==> config.mk <==
export PLATFORM = sky130hd
export DESIGN_NAME = gamepad_input_qualifier_flat
export DESIGN_NICKNAME = d
export VERILOG_FILES = /design/src/rtl/core/gpiq_pkg.sv /design/src/rtl/core/gpiq_if.sv /design/src/rtl/core/gpiq_stick.sv /design/src/rtl/core/gamepad_input_qualifier.sv /design/src/flat_wrapper.sv
export SDC_FILE = /design/constraint.sdc
export NUM_CORES = 2
export LEC_CHECK = 0
export ABC_AREA = 0
export BUFFER_PORTS_ARGS = -buffer_cell sky130_fd_sc_hd__buf_4
export CAP_MARGIN = 25
export CORE_MARGIN = 3
export CORE_UTILIZATION = 61
export DETAILED_ROUTE_END_ITERATION = 10
export HOLD_SLACK_MARGIN = 0.02
export PLACE_DENSITY_LB_ADDON = 0.1
export SLEW_MARGIN = 25
export SYNTH_ARGS = -nofsm -noshare
export SYNTH_HDL_FRONTEND = slang
export SYNTH_SLANG_ARGS = --single-unit
==> constraint.sdc <==
create_clock -name clk -period 11.5 [get_ports clk]
set_input_delay 2.3 -clock clk [delete_from_list [all_inputs] [get_ports clk]]
set_output_delay 2.3 -clock clk [all_outputs]
set_load 0.03 [all_outputs]
==> src/rtl/core/gpiq_pkg.sv <==
// shared types, register indexes and helpers for the gamepad input qualifier
`default_nettype none

package gpiq_pkg;

  localparam int AXIS_W = 16;
  localparam int DZ_W   = 15;
  localparam int TRIG_W = 8;
  localparam int BTN_W  = 16;

  // configuration register indexes
  localparam logic [1:0] CFG_LEFT_DEADZONE  = 2'd0;
  localparam logic [1:0] CFG_RIGHT_DEADZONE = 2'd1;
  localparam logic [1:0] CFG_TRIG_THRESHOLD = 2'd2;

  // reset values of the configuration registers
  localparam logic [DZ_W-1:0]   LEFT_DZ_RESET  = 15'd7849;
  localparam logic [DZ_W-1:0]   RIGHT_DZ_RESET = 15'd8689;
  localparam logic [TRIG_W-1:0] THRESH_RESET   = 8'd30;

  // status of one stick unit
  typedef struct packed {
    logic              done;
    logic              outside;
    logic [AXIS_W-1:0] length;
  } stick_res_t;

  // started, held, released in bits 0, 1, 2
  function automatic logic [2:0] evt_bits(input logic now, input logic prev);
    evt_bits = {~now & prev, now & prev, now & ~prev};
  endfunction

endpackage

`default_nettype wire

==> src/rtl/core/gpiq_if.sv <==
// poll and result channel interfaces
`default_nettype none

interface gpiq_poll_if;
  import gpiq_pkg::*;
  logic                     valid;
  logic                     ready;
  logic                     connected;
  logic [BTN_W-1:0]         buttons;
  logic signed [AXIS_W-1:0] left_x;
  logic signed [AXIS_W-1:0] left_y;
  logic signed [AXIS_W-1:0] right_x;
  logic signed [AXIS_W-1:0] right_y;
  logic [TRIG_W-1:0]        left_trigger;
  logic [TRIG_W-1:0]        right_trigger;

  modport source (output valid, connected, buttons, left_x, left_y, right_x, right_y,
                  left_trigger, right_trigger, input ready);
  modport sink (input valid, connected, buttons, left_x, left_y, right_x, right_y,
                left_trigger, right_trigger, output ready);
endinterface

interface gpiq_result_if;
  import gpiq_pkg::*;
  logic                     valid;
  logic                     ready;
  logic [BTN_W-1:0]         button_started_mask;
  logic [BTN_W-1:0]         button_held_mask;
  logic [BTN_W-1:0]         button_released_mask;
  logic [11:0]              analog_event_flags;
  logic [TRIG_W-1:0]        left_trigger_value;
  logic [TRIG_W-1:0]        right_trigger_value;
  logic signed [AXIS_W-1:0] left_stick_x;
  logic signed [AXIS_W-1:0] left_stick_y;
  logic [AXIS_W-1:0]        left_stick_length;
  logic signed [AXIS_W-1:0] right_stick_x;
  logic signed [AXIS_W-1:0] right_stick_y;
  logic [AXIS_W-1:0]        right_stick_length;

  modport source (output valid, button_started_mask, button_held_mask, button_released_mask,
                  analog_event_flags, left_trigger_value, right_trigger_value,
                  left_stick_x, left_stick_y, left_stick_length,
                  right_stick_x, right_stick_y, right_stick_length, input ready);
  modport sink (input valid, button_started_mask, button_held_mask, button_released_mask,
                analog_event_flags, left_trigger_value, right_trigger_value,
                left_stick_x, left_stick_y, left_stick_length,
                right_stick_x, right_stick_y, right_stick_length, output ready);
endinterface

`default_nettype wire

==> src/rtl/core/gpiq_stick.sv <==
// one stick: bit-serial squares, deadzone compare and bit-serial floor square root
`default_nettype none

module gpiq_stick
  import gpiq_pkg::*;
(
  input  wire logic                     clk,
  input  wire logic                     rst,
  input  wire logic                     start,
  input  wire logic                     take,
  input  wire logic signed [AXIS_W-1:0] x,
  input  wire logic signed [AXIS_W-1:0] y,
  input  wire logic [DZ_W-1:0]          dz,
  output stick_res_t                    res
);

  localparam logic [2:0] ST_IDLE = 3'd0;
  localparam logic [2:0] ST_MUL  = 3'd1;
  localparam logic [2:0] ST_SUM  = 3'd2;
  localparam logic [2:0] ST_CMP  = 3'd3;
  localparam logic [2:0] ST_SQRT = 3'd4;
  localparam logic [2:0] ST_DONE = 3'd5;

  logic [2:0]          state;
  logic [3:0]          cnt;
  logic [AXIS_W-1:0]   ax, ay, adz;
  logic [2*AXIS_W-1:0] px, py, pd;
  logic [2*AXIS_W-1:0] mag;
  logic [2*AXIS_W-1:0] rad;
  logic                outside;
  logic [AXIS_W+1:0]   rem;
  logic [AXIS_W-1:0]   root;

  logic [AXIS_W:0]     sum_x, sum_y, sum_d;
  logic [AXIS_W+3:0]   rem_sh, trial;
  logic                fits;

  // shift-add step: add multiplicand into the upper half when the low bit is set
  assign sum_x = {1'b0, px[2*AXIS_W-1:AXIS_W]} + (px[0] ? {1'b0, ax}  : '0);
  assign sum_y = {1'b0, py[2*AXIS_W-1:AXIS_W]} + (py[0] ? {1'b0, ay}  : '0);
  assign sum_d = {1'b0, pd[2*AXIS_W-1:AXIS_W]} + (pd[0] ? {1'b0, adz} : '0);

  // restoring root step, two radicand bits per cycle
  assign rem_sh = {rem, rad[2*AXIS_W-1:2*AXIS_W-2]};
  assign trial  = {2'b00, root, 2'b01};
  assign fits   = rem_sh >= trial;

  always_ff @(posedge clk) begin
    if (rst) begin
      state <= ST_IDLE;
      cnt   <= '0;
    end else begin
      case (state)
        ST_IDLE: begin
          if (start) begin
            state <= ST_MUL;
            cnt   <= '0;
          end
        end
        ST_MUL: begin
          cnt <= cnt + 4'd1;
          if (cnt == 4'd15) state <= ST_SUM;
        end
        ST_SUM: state <= ST_CMP;
        ST_CMP: begin
          state <= ST_SQRT;
          cnt   <= '0;
        end
        ST_SQRT: begin
          cnt <= cnt + 4'd1;
          if (cnt == 4'd15) state <= ST_DONE;
        end
        ST_DONE: begin
          if (take) state <= ST_IDLE;
        end
        default: state <= ST_IDLE;
      endcase
    end
  end

  always_ff @(posedge clk) begin
    case (state)
      ST_IDLE: begin
        if (start) begin
          ax  <= x[AXIS_W-1] ? AXIS_W'(~x + 1'b1) : AXIS_W'(x);
          ay  <= y[AXIS_W-1] ? AXIS_W'(~y + 1'b1) : AXIS_W'(y);
          adz <= {1'b0, dz};
          px  <= {{AXIS_W{1'b0}}, (x[AXIS_W-1] ? AXIS_W'(~x + 1'b1) : AXIS_W'(x))};
          py  <= {{AXIS_W{1'b0}}, (y[AXIS_W-1] ? AXIS_W'(~y + 1'b1) : AXIS_W'(y))};
          pd  <= {{AXIS_W{1'b0}}, 1'b0, dz};
        end
      end
      ST_MUL: begin
        px <= {sum_x, px[AXIS_W-1:1]};
        py <= {sum_y, py[AXIS_W-1:1]};
        pd <= {sum_d, pd[AXIS_W-1:1]};
      end
      ST_SUM: mag <= px + py;
      ST_CMP: begin
        outside <= mag > pd;
        rad     <= mag;
        rem     <= '0;
        root    <= '0;
      end
      ST_SQRT: begin
        rem  <= fits ? (AXIS_W+2)'(rem_sh - trial) : (AXIS_W+2)'(rem_sh);
        root <= {root[AXIS_W-2:0], fits};
        rad  <= {rad[2*AXIS_W-3:0], 2'b00};
      end
      default: ;
    endcase
  end

  assign res.done    = (state == ST_DONE);
  assign res.outside = outside;
  assign res.length  = root;

endmodule

`default_nettype wire

==> src/rtl/core/gamepad_input_qualifier.sv <==
// top level: poll capture, edge state, trigger test and result register
//
//  channel  dir  handshake      payload
//  poll     in   valid/ready    connected, buttons, stick axes, triggers
//  result   out  valid/ready    button masks, event flags, qualified values
//  cfg      in   cfg_we only    cfg_index, cfg_data
//
// one poll runs from acceptance to result through bit-serial squaring, the sum and
// deadzone compare, bit-serial root and the load into the result register; both
// sticks run side by side
// the next poll is taken once the previous result sits in the result register
// a result stalled at the output holds the next one back in the stick units
// rst is synchronous: history clears to zero, registers take their reset values
`default_nettype none

module gamepad_input_qualifier
  import gpiq_pkg::*;
(
  input  wire logic              clk,
  input  wire logic              rst,
  gpiq_poll_if.sink              poll,
  gpiq_result_if.source          result,
  input  wire logic              cfg_we,
  input  wire logic [1:0]        cfg_index,
  input  wire logic [DZ_W-1:0]   cfg_data
);

  logic [DZ_W-1:0]   left_dz, right_dz;
  logic [TRIG_W-1:0] thresh;

  logic [BTN_W-1:0]  prev_btn;
  logic [1:0]        prev_trig;
  logic [1:0]        prev_stick;

  logic                     busy;
  logic [BTN_W-1:0]         btn;
  logic signed [AXIS_W-1:0] lx, ly, rx, ry;
  logic [TRIG_W-1:0]        lt, rt;

  logic                     out_valid;
  logic [BTN_W-1:0]         started, held, released;
  logic [11:0]              flags;
  logic [TRIG_W-1:0]        lt_val, rt_val;
  logic signed [AXIS_W-1:0] lsx, lsy, rsx, rsy;
  logic [AXIS_W-1:0]        llen, rlen;

  logic accept, load, ltd, rtd;
  logic signed [AXIS_W-1:0] in_lx, in_ly, in_rx, in_ry;
  stick_res_t res_l, res_r;

  // no poll is taken while reset is held
  assign poll.ready = !busy && !rst;
  assign accept     = poll.valid && poll.ready;

  // a disconnected poll counts as all zeros
  assign in_lx = poll.connected ? poll.left_x  : '0;
  assign in_ly = poll.connected ? poll.left_y  : '0;
  assign in_rx = poll.connected ? poll.right_x : '0;
  assign in_ry = poll.connected ? poll.right_y : '0;

  assign load = busy && res_l.done && res_r.done && (!out_valid || result.ready);
  assign ltd  = lt >= thresh;
  assign rtd  = rt >= thresh;

  gpiq_stick u_left (
    .clk   (clk),
    .rst   (rst),
    .start (accept),
    .take  (load),
    .x     (in_lx),
    .y     (in_ly),
    .dz    (left_dz),
    .res   (res_l)
  );

  gpiq_stick u_right (
    .clk   (clk),
    .rst   (rst),
    .start (accept),
    .take  (load),
    .x     (in_rx),
    .y     (in_ry),
    .dz    (right_dz),
    .res   (res_r)
  );

  always_ff @(posedge clk) begin
    if (rst) begin
      left_dz  <= LEFT_DZ_RESET;
      right_dz <= RIGHT_DZ_RESET;
      thresh   <= THRESH_RESET;
    end else if (cfg_we) begin
      case (cfg_index)
        CFG_LEFT_DEADZONE:  left_dz  <= cfg_data;
        CFG_RIGHT_DEADZONE: right_dz <= cfg_data;
        CFG_TRIG_THRESHOLD: thresh   <= cfg_data[TRIG_W-1:0];
        default: ;
      endcase
    end
  end

  always_ff @(posedge clk) begin
    if (rst) begin
      busy       <= 1'b0;
      out_valid  <= 1'b0;
      prev_btn   <= '0;
      prev_trig  <= '0;
      prev_stick <= '0;
    end else begin
      if (accept) busy <= 1'b1;
      else if (load) busy <= 1'b0;

      if (load) out_valid <= 1'b1;
      else if (result.ready) out_valid <= 1'b0;

      if (load) begin
        prev_btn   <= btn;
        prev_trig  <= {rtd, ltd};
        prev_stick <= {res_r.outside, res_l.outside};
      end
    end
  end

  // poll capture
  always_ff @(posedge clk) begin
    if (accept) begin
      btn <= poll.connected ? poll.buttons : '0;
      lx  <= in_lx;
      ly  <= in_ly;
      rx  <= in_rx;
      ry  <= in_ry;
      lt  <= poll.connected ? poll.left_trigger  : '0;
      rt  <= poll.connected ? poll.right_trigger : '0;
    end
  end

  // result register
  always_ff @(posedge clk) begin
    if (load) begin
      started  <= btn & ~prev_btn;
      held     <= btn & prev_btn;
      released <= ~btn & prev_btn;
      flags    <= {evt_bits(res_r.outside, prev_stick[1]),
                   evt_bits(res_l.outside, prev_stick[0]),
                   evt_bits(rtd, prev_trig[1]),
                   evt_bits(ltd, prev_trig[0])};
      lt_val   <= ltd ? lt : '0;
      rt_val   <= rtd ? rt : '0;
      lsx      <= res_l.outside ? lx : '0;
      lsy      <= res_l.outside ? ly : '0;
      llen     <= res_l.outside ? res_l.length : '0;
      rsx      <= res_r.outside ? rx : '0;
      rsy      <= res_r.outside ? ry : '0;
      rlen     <= res_r.outside ? res_r.length : '0;
    end
  end

  assign result.valid                = out_valid;
  assign result.button_started_mask  = started;
  assign result.button_held_mask     = held;
  assign result.button_released_mask = released;
  assign result.analog_event_flags   = flags;
  assign result.left_trigger_value   = lt_val;
  assign result.right_trigger_value  = rt_val;
  assign result.left_stick_x         = lsx;
  assign result.left_stick_y         = lsy;
  assign result.left_stick_length    = llen;
  assign result.right_stick_x        = rsx;
  assign result.right_stick_y        = rsy;
  assign result.right_stick_length   = rlen;

endmodule

`default_nettype wire

==> src/flat_wrapper.sv <==
// flat-port wrapper written by rule: the top's interface ports become plain ports
module gamepad_input_qualifier_flat import gpiq_pkg::*;
  (clk, rst, cfg_we, cfg_index, cfg_data, poll_valid, poll_connected, poll_buttons, poll_left_x, poll_left_y, poll_right_x, poll_right_y, poll_left_trigger, poll_right_trigger, poll_ready, result_valid, result_button_started_mask, result_button_held_mask, result_button_released_mask, result_analog_event_flags, result_left_trigger_value, result_right_trigger_value, result_left_stick_x, result_left_stick_y, result_left_stick_length, result_right_stick_x, result_right_stick_y, result_right_stick_length, result_ready);
  gpiq_poll_if poll_i ();
  gpiq_result_if result_i ();
  input  wire logic clk;
  input  wire logic rst;
  input  wire logic cfg_we;
  input  wire logic [1:0] cfg_index;
  input  wire logic [DZ_W-1:0] cfg_data;
  input wire logic [$bits(poll_i.valid)-1:0] poll_valid;
  input wire logic [$bits(poll_i.connected)-1:0] poll_connected;
  input wire logic [$bits(poll_i.buttons)-1:0] poll_buttons;
  input wire logic [$bits(poll_i.left_x)-1:0] poll_left_x;
  input wire logic [$bits(poll_i.left_y)-1:0] poll_left_y;
  input wire logic [$bits(poll_i.right_x)-1:0] poll_right_x;
  input wire logic [$bits(poll_i.right_y)-1:0] poll_right_y;
  input wire logic [$bits(poll_i.left_trigger)-1:0] poll_left_trigger;
  input wire logic [$bits(poll_i.right_trigger)-1:0] poll_right_trigger;
  output wire logic [$bits(poll_i.ready)-1:0] poll_ready;
  output wire logic [$bits(result_i.valid)-1:0] result_valid;
  output wire logic [$bits(result_i.button_started_mask)-1:0] result_button_started_mask;
  output wire logic [$bits(result_i.button_held_mask)-1:0] result_button_held_mask;
  output wire logic [$bits(result_i.button_released_mask)-1:0] result_button_released_mask;
  output wire logic [$bits(result_i.analog_event_flags)-1:0] result_analog_event_flags;
  output wire logic [$bits(result_i.left_trigger_value)-1:0] result_left_trigger_value;
  output wire logic [$bits(result_i.right_trigger_value)-1:0] result_right_trigger_value;
  output wire logic [$bits(result_i.left_stick_x)-1:0] result_left_stick_x;
  output wire logic [$bits(result_i.left_stick_y)-1:0] result_left_stick_y;
  output wire logic [$bits(result_i.left_stick_length)-1:0] result_left_stick_length;
  output wire logic [$bits(result_i.right_stick_x)-1:0] result_right_stick_x;
  output wire logic [$bits(result_i.right_stick_y)-1:0] result_right_stick_y;
  output wire logic [$bits(result_i.right_stick_length)-1:0] result_right_stick_length;
  input wire logic [$bits(result_i.ready)-1:0] result_ready;
  assign poll_i.valid = poll_valid;
  assign poll_i.connected = poll_connected;
  assign poll_i.buttons = poll_buttons;
  assign poll_i.left_x = poll_left_x;
  assign poll_i.left_y = poll_left_y;
  assign poll_i.right_x = poll_right_x;
  assign poll_i.right_y = poll_right_y;
  assign poll_i.left_trigger = poll_left_trigger;
  assign poll_i.right_trigger = poll_right_trigger;
  assign poll_ready = poll_i.ready;
  assign result_valid = result_i.valid;
  assign result_button_started_mask = result_i.button_started_mask;
  assign result_button_held_mask = result_i.button_held_mask;
  assign result_button_released_mask = result_i.button_released_mask;
  assign result_analog_event_flags = result_i.analog_event_flags;
  assign result_left_trigger_value = result_i.left_trigger_value;
  assign result_right_trigger_value = result_i.right_trigger_value;
  assign result_left_stick_x = result_i.left_stick_x;
  assign result_left_stick_y = result_i.left_stick_y;
  assign result_left_stick_length = result_i.left_stick_length;
  assign result_right_stick_x = result_i.right_stick_x;
  assign result_right_stick_y = result_i.right_stick_y;
  assign result_right_stick_length = result_i.right_stick_length;
  assign result_i.ready = result_ready;
  gamepad_input_qualifier u_core (.clk(clk), .rst(rst), .poll(poll_i), .result(result_i), .cfg_we(cfg_we), .cfg_index(cfg_index), .cfg_data(cfg_data));
endmodule
==> impl_results.rst <==
.. list-table::
   :header-rows: 1

   * - Metric
     - Value
   * - Outcome
     - completed
   * - Maximum buffer depth of the clock tree
     - 3
   * - Clock tree from TritonCTS
     - done
   * - Synth top area cells
     - sky130_fd_sc_hd__edfxtp_1, sky130_fd_sc_hd__ha_1, sky130_fd_sc_hd__and2_1, sky130_fd_sc_hd__nand2_1, sky130_fd_sc_hd__dfxtp_1
   * - Maximum number of pins on one net before global-route repair
     - 112
   * - Cell Pwr Density
     - 191 nW/µm²
   * - Cell Area, Synth
     - 42800 µm²
   * - Clock transition time at the flip-flop clock pins of the worst setup and hold paths
     - 0.07 ns
   * - Count of hold-fix buffers inserted at cts
     - 0
   * - Max cap viols
     - 0
   * - Critical path type
     - input port to output pin
   * - Largest voltage drop on the vdd net
     - 0.115 mV
   * - Synthesis-stage register bit count
     - 826
   * - Most frequently used flop master after synthesis
     - sky130_fd_sc_hd__edfxtp_1
   * - Number of flops mapped to enable cells by yosys
     - 752
   * - Detailed-router iteration count before antenna repair
     - 5
   * - PostCTS Resize Cnt
     - 0
   * - Overall routed net length
     - 95400 µm
   * - Total via count after detailed routing
     - 29.0k
   * - Average size of a mapped cell
     - 11.1 µm²
   * - Data required time at the worst endpoint
     - 9.20 ns
   * - Final period utilization
     - 48.1%
   * - Type of destination of the critical path
     - output pin
   * - Via count of the first global-routing pass
     - 27.7k
   * - Number of nets with antenna violations after detailed routing
     - 0
   * - Master of the slowest instance on the critical path
     - sky130_fd_sc_hd__buf_4
   * - Count of filler cells inserted in the layout
     - 5073
   * - Crit Reg-Reg Startpoint
     - u_core.u_left.state[2]$_SDFFE_PP0P_
   * - Time the worst path needs with I/O delays and setup
     - 5.53 ns
   * - Skew-Pair Late Insertion Delay
     - 0.64 ns
   * - Average wire length per cell after detail routing
     - 18.6 µm
   * - Tightest Pin Transition
     - 1.00 ns
   * - Sinks on the clock net
     - 826
   * - Syn. warnings
     - 0
   * - Cells traversed along the worst timing path
     - buf_4 -> nor2_1 -> buf_4
   * - DRC violation count after routing
     - 0
   * - Hold violation count in the final report
     - 0
   * - Sequential element share of the synthesized area
     - 56.2%
   * - Synth unique cells
     - 78
   * - Setup WS pre-CTS
     - 5.75 ns
   * - Fraction of registers with async set/reset
     - 0%
   * - Highest clock frequency the design can meet
     - 181 MHz
   * - Initial antenna violation count
     - 7
   * - Number of I/O port buffers
     - 292
   * - Final worst-path setup slack
     - 5.97 ns
   * - Register-to-register setup slack
     - 7.49 ns
   * - Synth area leader
     - sky130_fd_sc_hd__edfxtp_1
   * - Most Frequent Cell on Critical Path
     - sky130_fd_sc_hd__buf_4
   * - Clk root buf
     - sky130_fd_sc_hd__clkbuf_16
   * - Share of cells above drive strength 1
     - 12.5%
   * - Clock buffers created by TritonCTS
     - 86
   * - Startpoint kind of the worst setup timing path
     - input port
   * - WHS Path Cells
     - 2
   * - Buffers inserted by post-CTS timing repair
     - 0
   * - Via density per instance
     - 5.67
   * - Total overflow reported by the global router
     - 0
   * - Crit-path max FO
     - 75
   * - All-Layer GR Usage
     - 25.6%
   * - Commonest cells in the synthesized netlist
     - sky130_fd_sc_hd__edfxtp_1, sky130_fd_sc_hd__nand2_1, sky130_fd_sc_hd__and2_1
   * - Worst-case headroom to the max-slew limit
     - 33.3%
   * - Chip height
     - 271 µm
   * - Slew Limit Fails
     - 0
   * - Top-area cell type share of the netlist area
     - 52.8%
   * - Arr. time, crit path
     - 3.23 ns
   * - Initial core utilization
     - 61.9%
   * - Tightest Hold Check Type
     - flip-flop to flip-flop
   * - Horizontal die dimension
     - 271 µm
   * - HP Start
     - u_core.thresh[5]$_SDFFE_PP0P_
   * - 1st-iter DRT viols
     - 2184
   * - Core area
     - 69100 µm²
   * - Delay of the slowest cell on the worst path
     - 0.57 ns
   * - Setup TNS
     - 0 ns
   * - Global-route wire length before repair
     - 150000 µm
   * - Ant. Diodes
     - 0
   * - Placed wire-length estimate
     - 67700 µm
   * - # rows
     - 96
   * - Final-report setup violation count
     - 0
   * - Hold Path Sink
     - u_core.thresh[5]$_SDFFE_PP0P_
   * - Top Ports
     - 293
   * - NumNets Final
     - 4528
   * - Leakage power
     - 19.6 nW
   * - Post-synthesis cell count
     - 3847
   * - Unrepaired setup endpoints after global routing
     - no
   * - CTS HTree Levels
     - 3
   * - Synthesis-to-finish area growth
     - 13.9%
   * - Global placement routability congestion
     - 0.865
   * - Worst Skew
     - 0.0226 ns
   * - Total Die Area
     - 73300 µm²
   * - Worst flop-to-flop path endpoint
     - u_core.result.right_stick_length[7]$_SDFFCE_PN0P_
   * - Cell depth of the worst flop-to-flop path
     - 6
   * - Synthesized net count
     - 4252
   * - Most frequent cell after synthesis
     - sky130_fd_sc_hd__edfxtp_1
-- flip-flops by register name, summed over array words and instances (netlist names), 18 cells and up --
signal and cells:
u_core.u_left.rad 32, u_core.u_right.pd 32, u_core.u_right.rem 18, u_core.u_right.rad 32, u_core.u_left.mag 32, u_core.u_left.rem 18, u_core.u_right.px 32, u_core.u_left.px 32
u_core.u_right.mag 32, u_core.u_left.py 32, u_core.u_left.pd 32, u_core.u_right.py 32
-- cell families after synthesis --
family / count (synthesis) / share of synthesized area [%]
fa+ha+maj: 286 / 8.51
mux: 53 / 1.34
simple gates: 1545 / 17.6
buf+inv: 304 / 2.71
flops: 826 / 56.2
xor+xnor: 208 / 4.26
compound gates: 625 / 9.36
-- layer usage --
| layer | GRT usage [%] | share of wire (%) | up-vias |
|---|---|---|---|
| met5 | 0 | 0.052 | - |
| met4 | 7.03 | 2.3 | 10 |
| met3 | 5.44 | 7.6 | 157 |
| met2 | 40.1 | 45 | 946 |
| met1 | 36.4 | 45 | 13800 |
| li1 | - | - | 14200 |
-- critical path, delay by kind of cell --
family	cells	cell delay, ns
buffers and inverters	2	0.78
and+or+nand+nor	1	0.14
-- layout by cell type, fill, tap and decap left out, types with 24 or more instances in the layout --
| cell type | synthesis | final |
|---|---|---|
| sky130_fd_sc_hd__and2_1 | 382 | 382 |
| sky130_fd_sc_hd__dfxtp_1 | 74 | 74 |
| sky130_fd_sc_hd__nand2b_1 | 37 | 34 |
| sky130_fd_sc_hd__xnor2_1 | 145 | 145 |
| sky130_fd_sc_hd__xor2_1 | 63 | 63 |
| sky130_fd_sc_hd__mux2i_1 | 28 | 28 |
| sky130_fd_sc_hd__nand3_1 | 31 | 31 |
| sky130_fd_sc_hd__a21o_1 | 96 | 96 |
| sky130_fd_sc_hd__a21oi_1 | 191 | 191 |
| sky130_fd_sc_hd__nor2b_1 | 68 | 68 |
| sky130_fd_sc_hd__nor2_1 | 277 | 274 |
| sky130_fd_sc_hd__ha_1 | 278 | 278 |
| sky130_fd_sc_hd__nor3_1 | 48 | 47 |
| sky130_fd_sc_hd__clkbuf_16 | 0 | 88 |
| sky130_fd_sc_hd__nand4_1 | 26 | 26 |
| sky130_fd_sc_hd__o21ai_0 | 140 | 140 |
| sky130_fd_sc_hd__buf_4 | 2 | 318 |
| sky130_fd_sc_hd__mux2_2 | 24 | 24 |
| sky130_fd_sc_hd__nand2_1 | 578 | 577 |
| sky130_fd_sc_hd__edfxtp_1 | 752 | 752 |
| sky130_fd_sc_hd__inv_1 | 174 | 172 |
-- cell type report --
| cell class | instances | area (µm²) | area share, % |
|---|---|---|---|
| Clock buffer | 109 | 2310 | 4.75 |
| Clock inverter | 51 | 514 | 1.06 |
| Tap cell | 931 | 1160 | 2.39 |
| Sequential cell | 826 | 24100 | 49.4 |
| Inverter | 174 | 663 | 1.36 |
| Timing Repair Buffer | 318 | 2390 | 4.90 |
| Multi-Input combinational cell | 2717 | 17600 | 36.2 |
-- through the flow --
step / cell area (µm²) / hold WS [ns] / std cells / total power, W / utilization, %
3_5_place_dp: 45900 / 0.447 / 4966 / 0.00655 / 66.5
2_1_floorplan: 42800 / 0.430 / 3847 / 0.00592 / -
3_3_place_gp: 45900 / 0.444 / 4966 / 0.00649 / 66.5
4_1_cts: 48700 / 0.457 / 5126 / 0.00934 / 70.6
6_report: 48700 / 0.458 / 5126 / 0.00931 / 70.6
5_1_grt: 48700 / 0.493 / 5126 / 0.00983 / 70.6
-- worst max path at each step --
stage / from / to / cells past startpoint
after floorplan: rst / u_core.u_right.pd[0]$_DFFE_PP_ / 4
after global placement: rst / u_core.u_right.py[0]$_DFFE_PP_ / 7
after detailed placement: rst / u_core.u_left.px[1]$_DFFE_PP_ / 7
after CTS: rst / poll_ready / 3
after global routing: rst / poll_ready / 3
final: rst / poll_ready / 3
-- power breakdown --
part / internal (W) / total, W / switching, W
sequential: 0.00376 / 0.00398 / 0.000223
clock: 0.00161 / 0.00279 / 0.00118
combinational: 0.00105 / 0.00254 / 0.00149
total: 0.00642 / 0.00931 / 0.00289
Power figures use the tool's default switching activity.
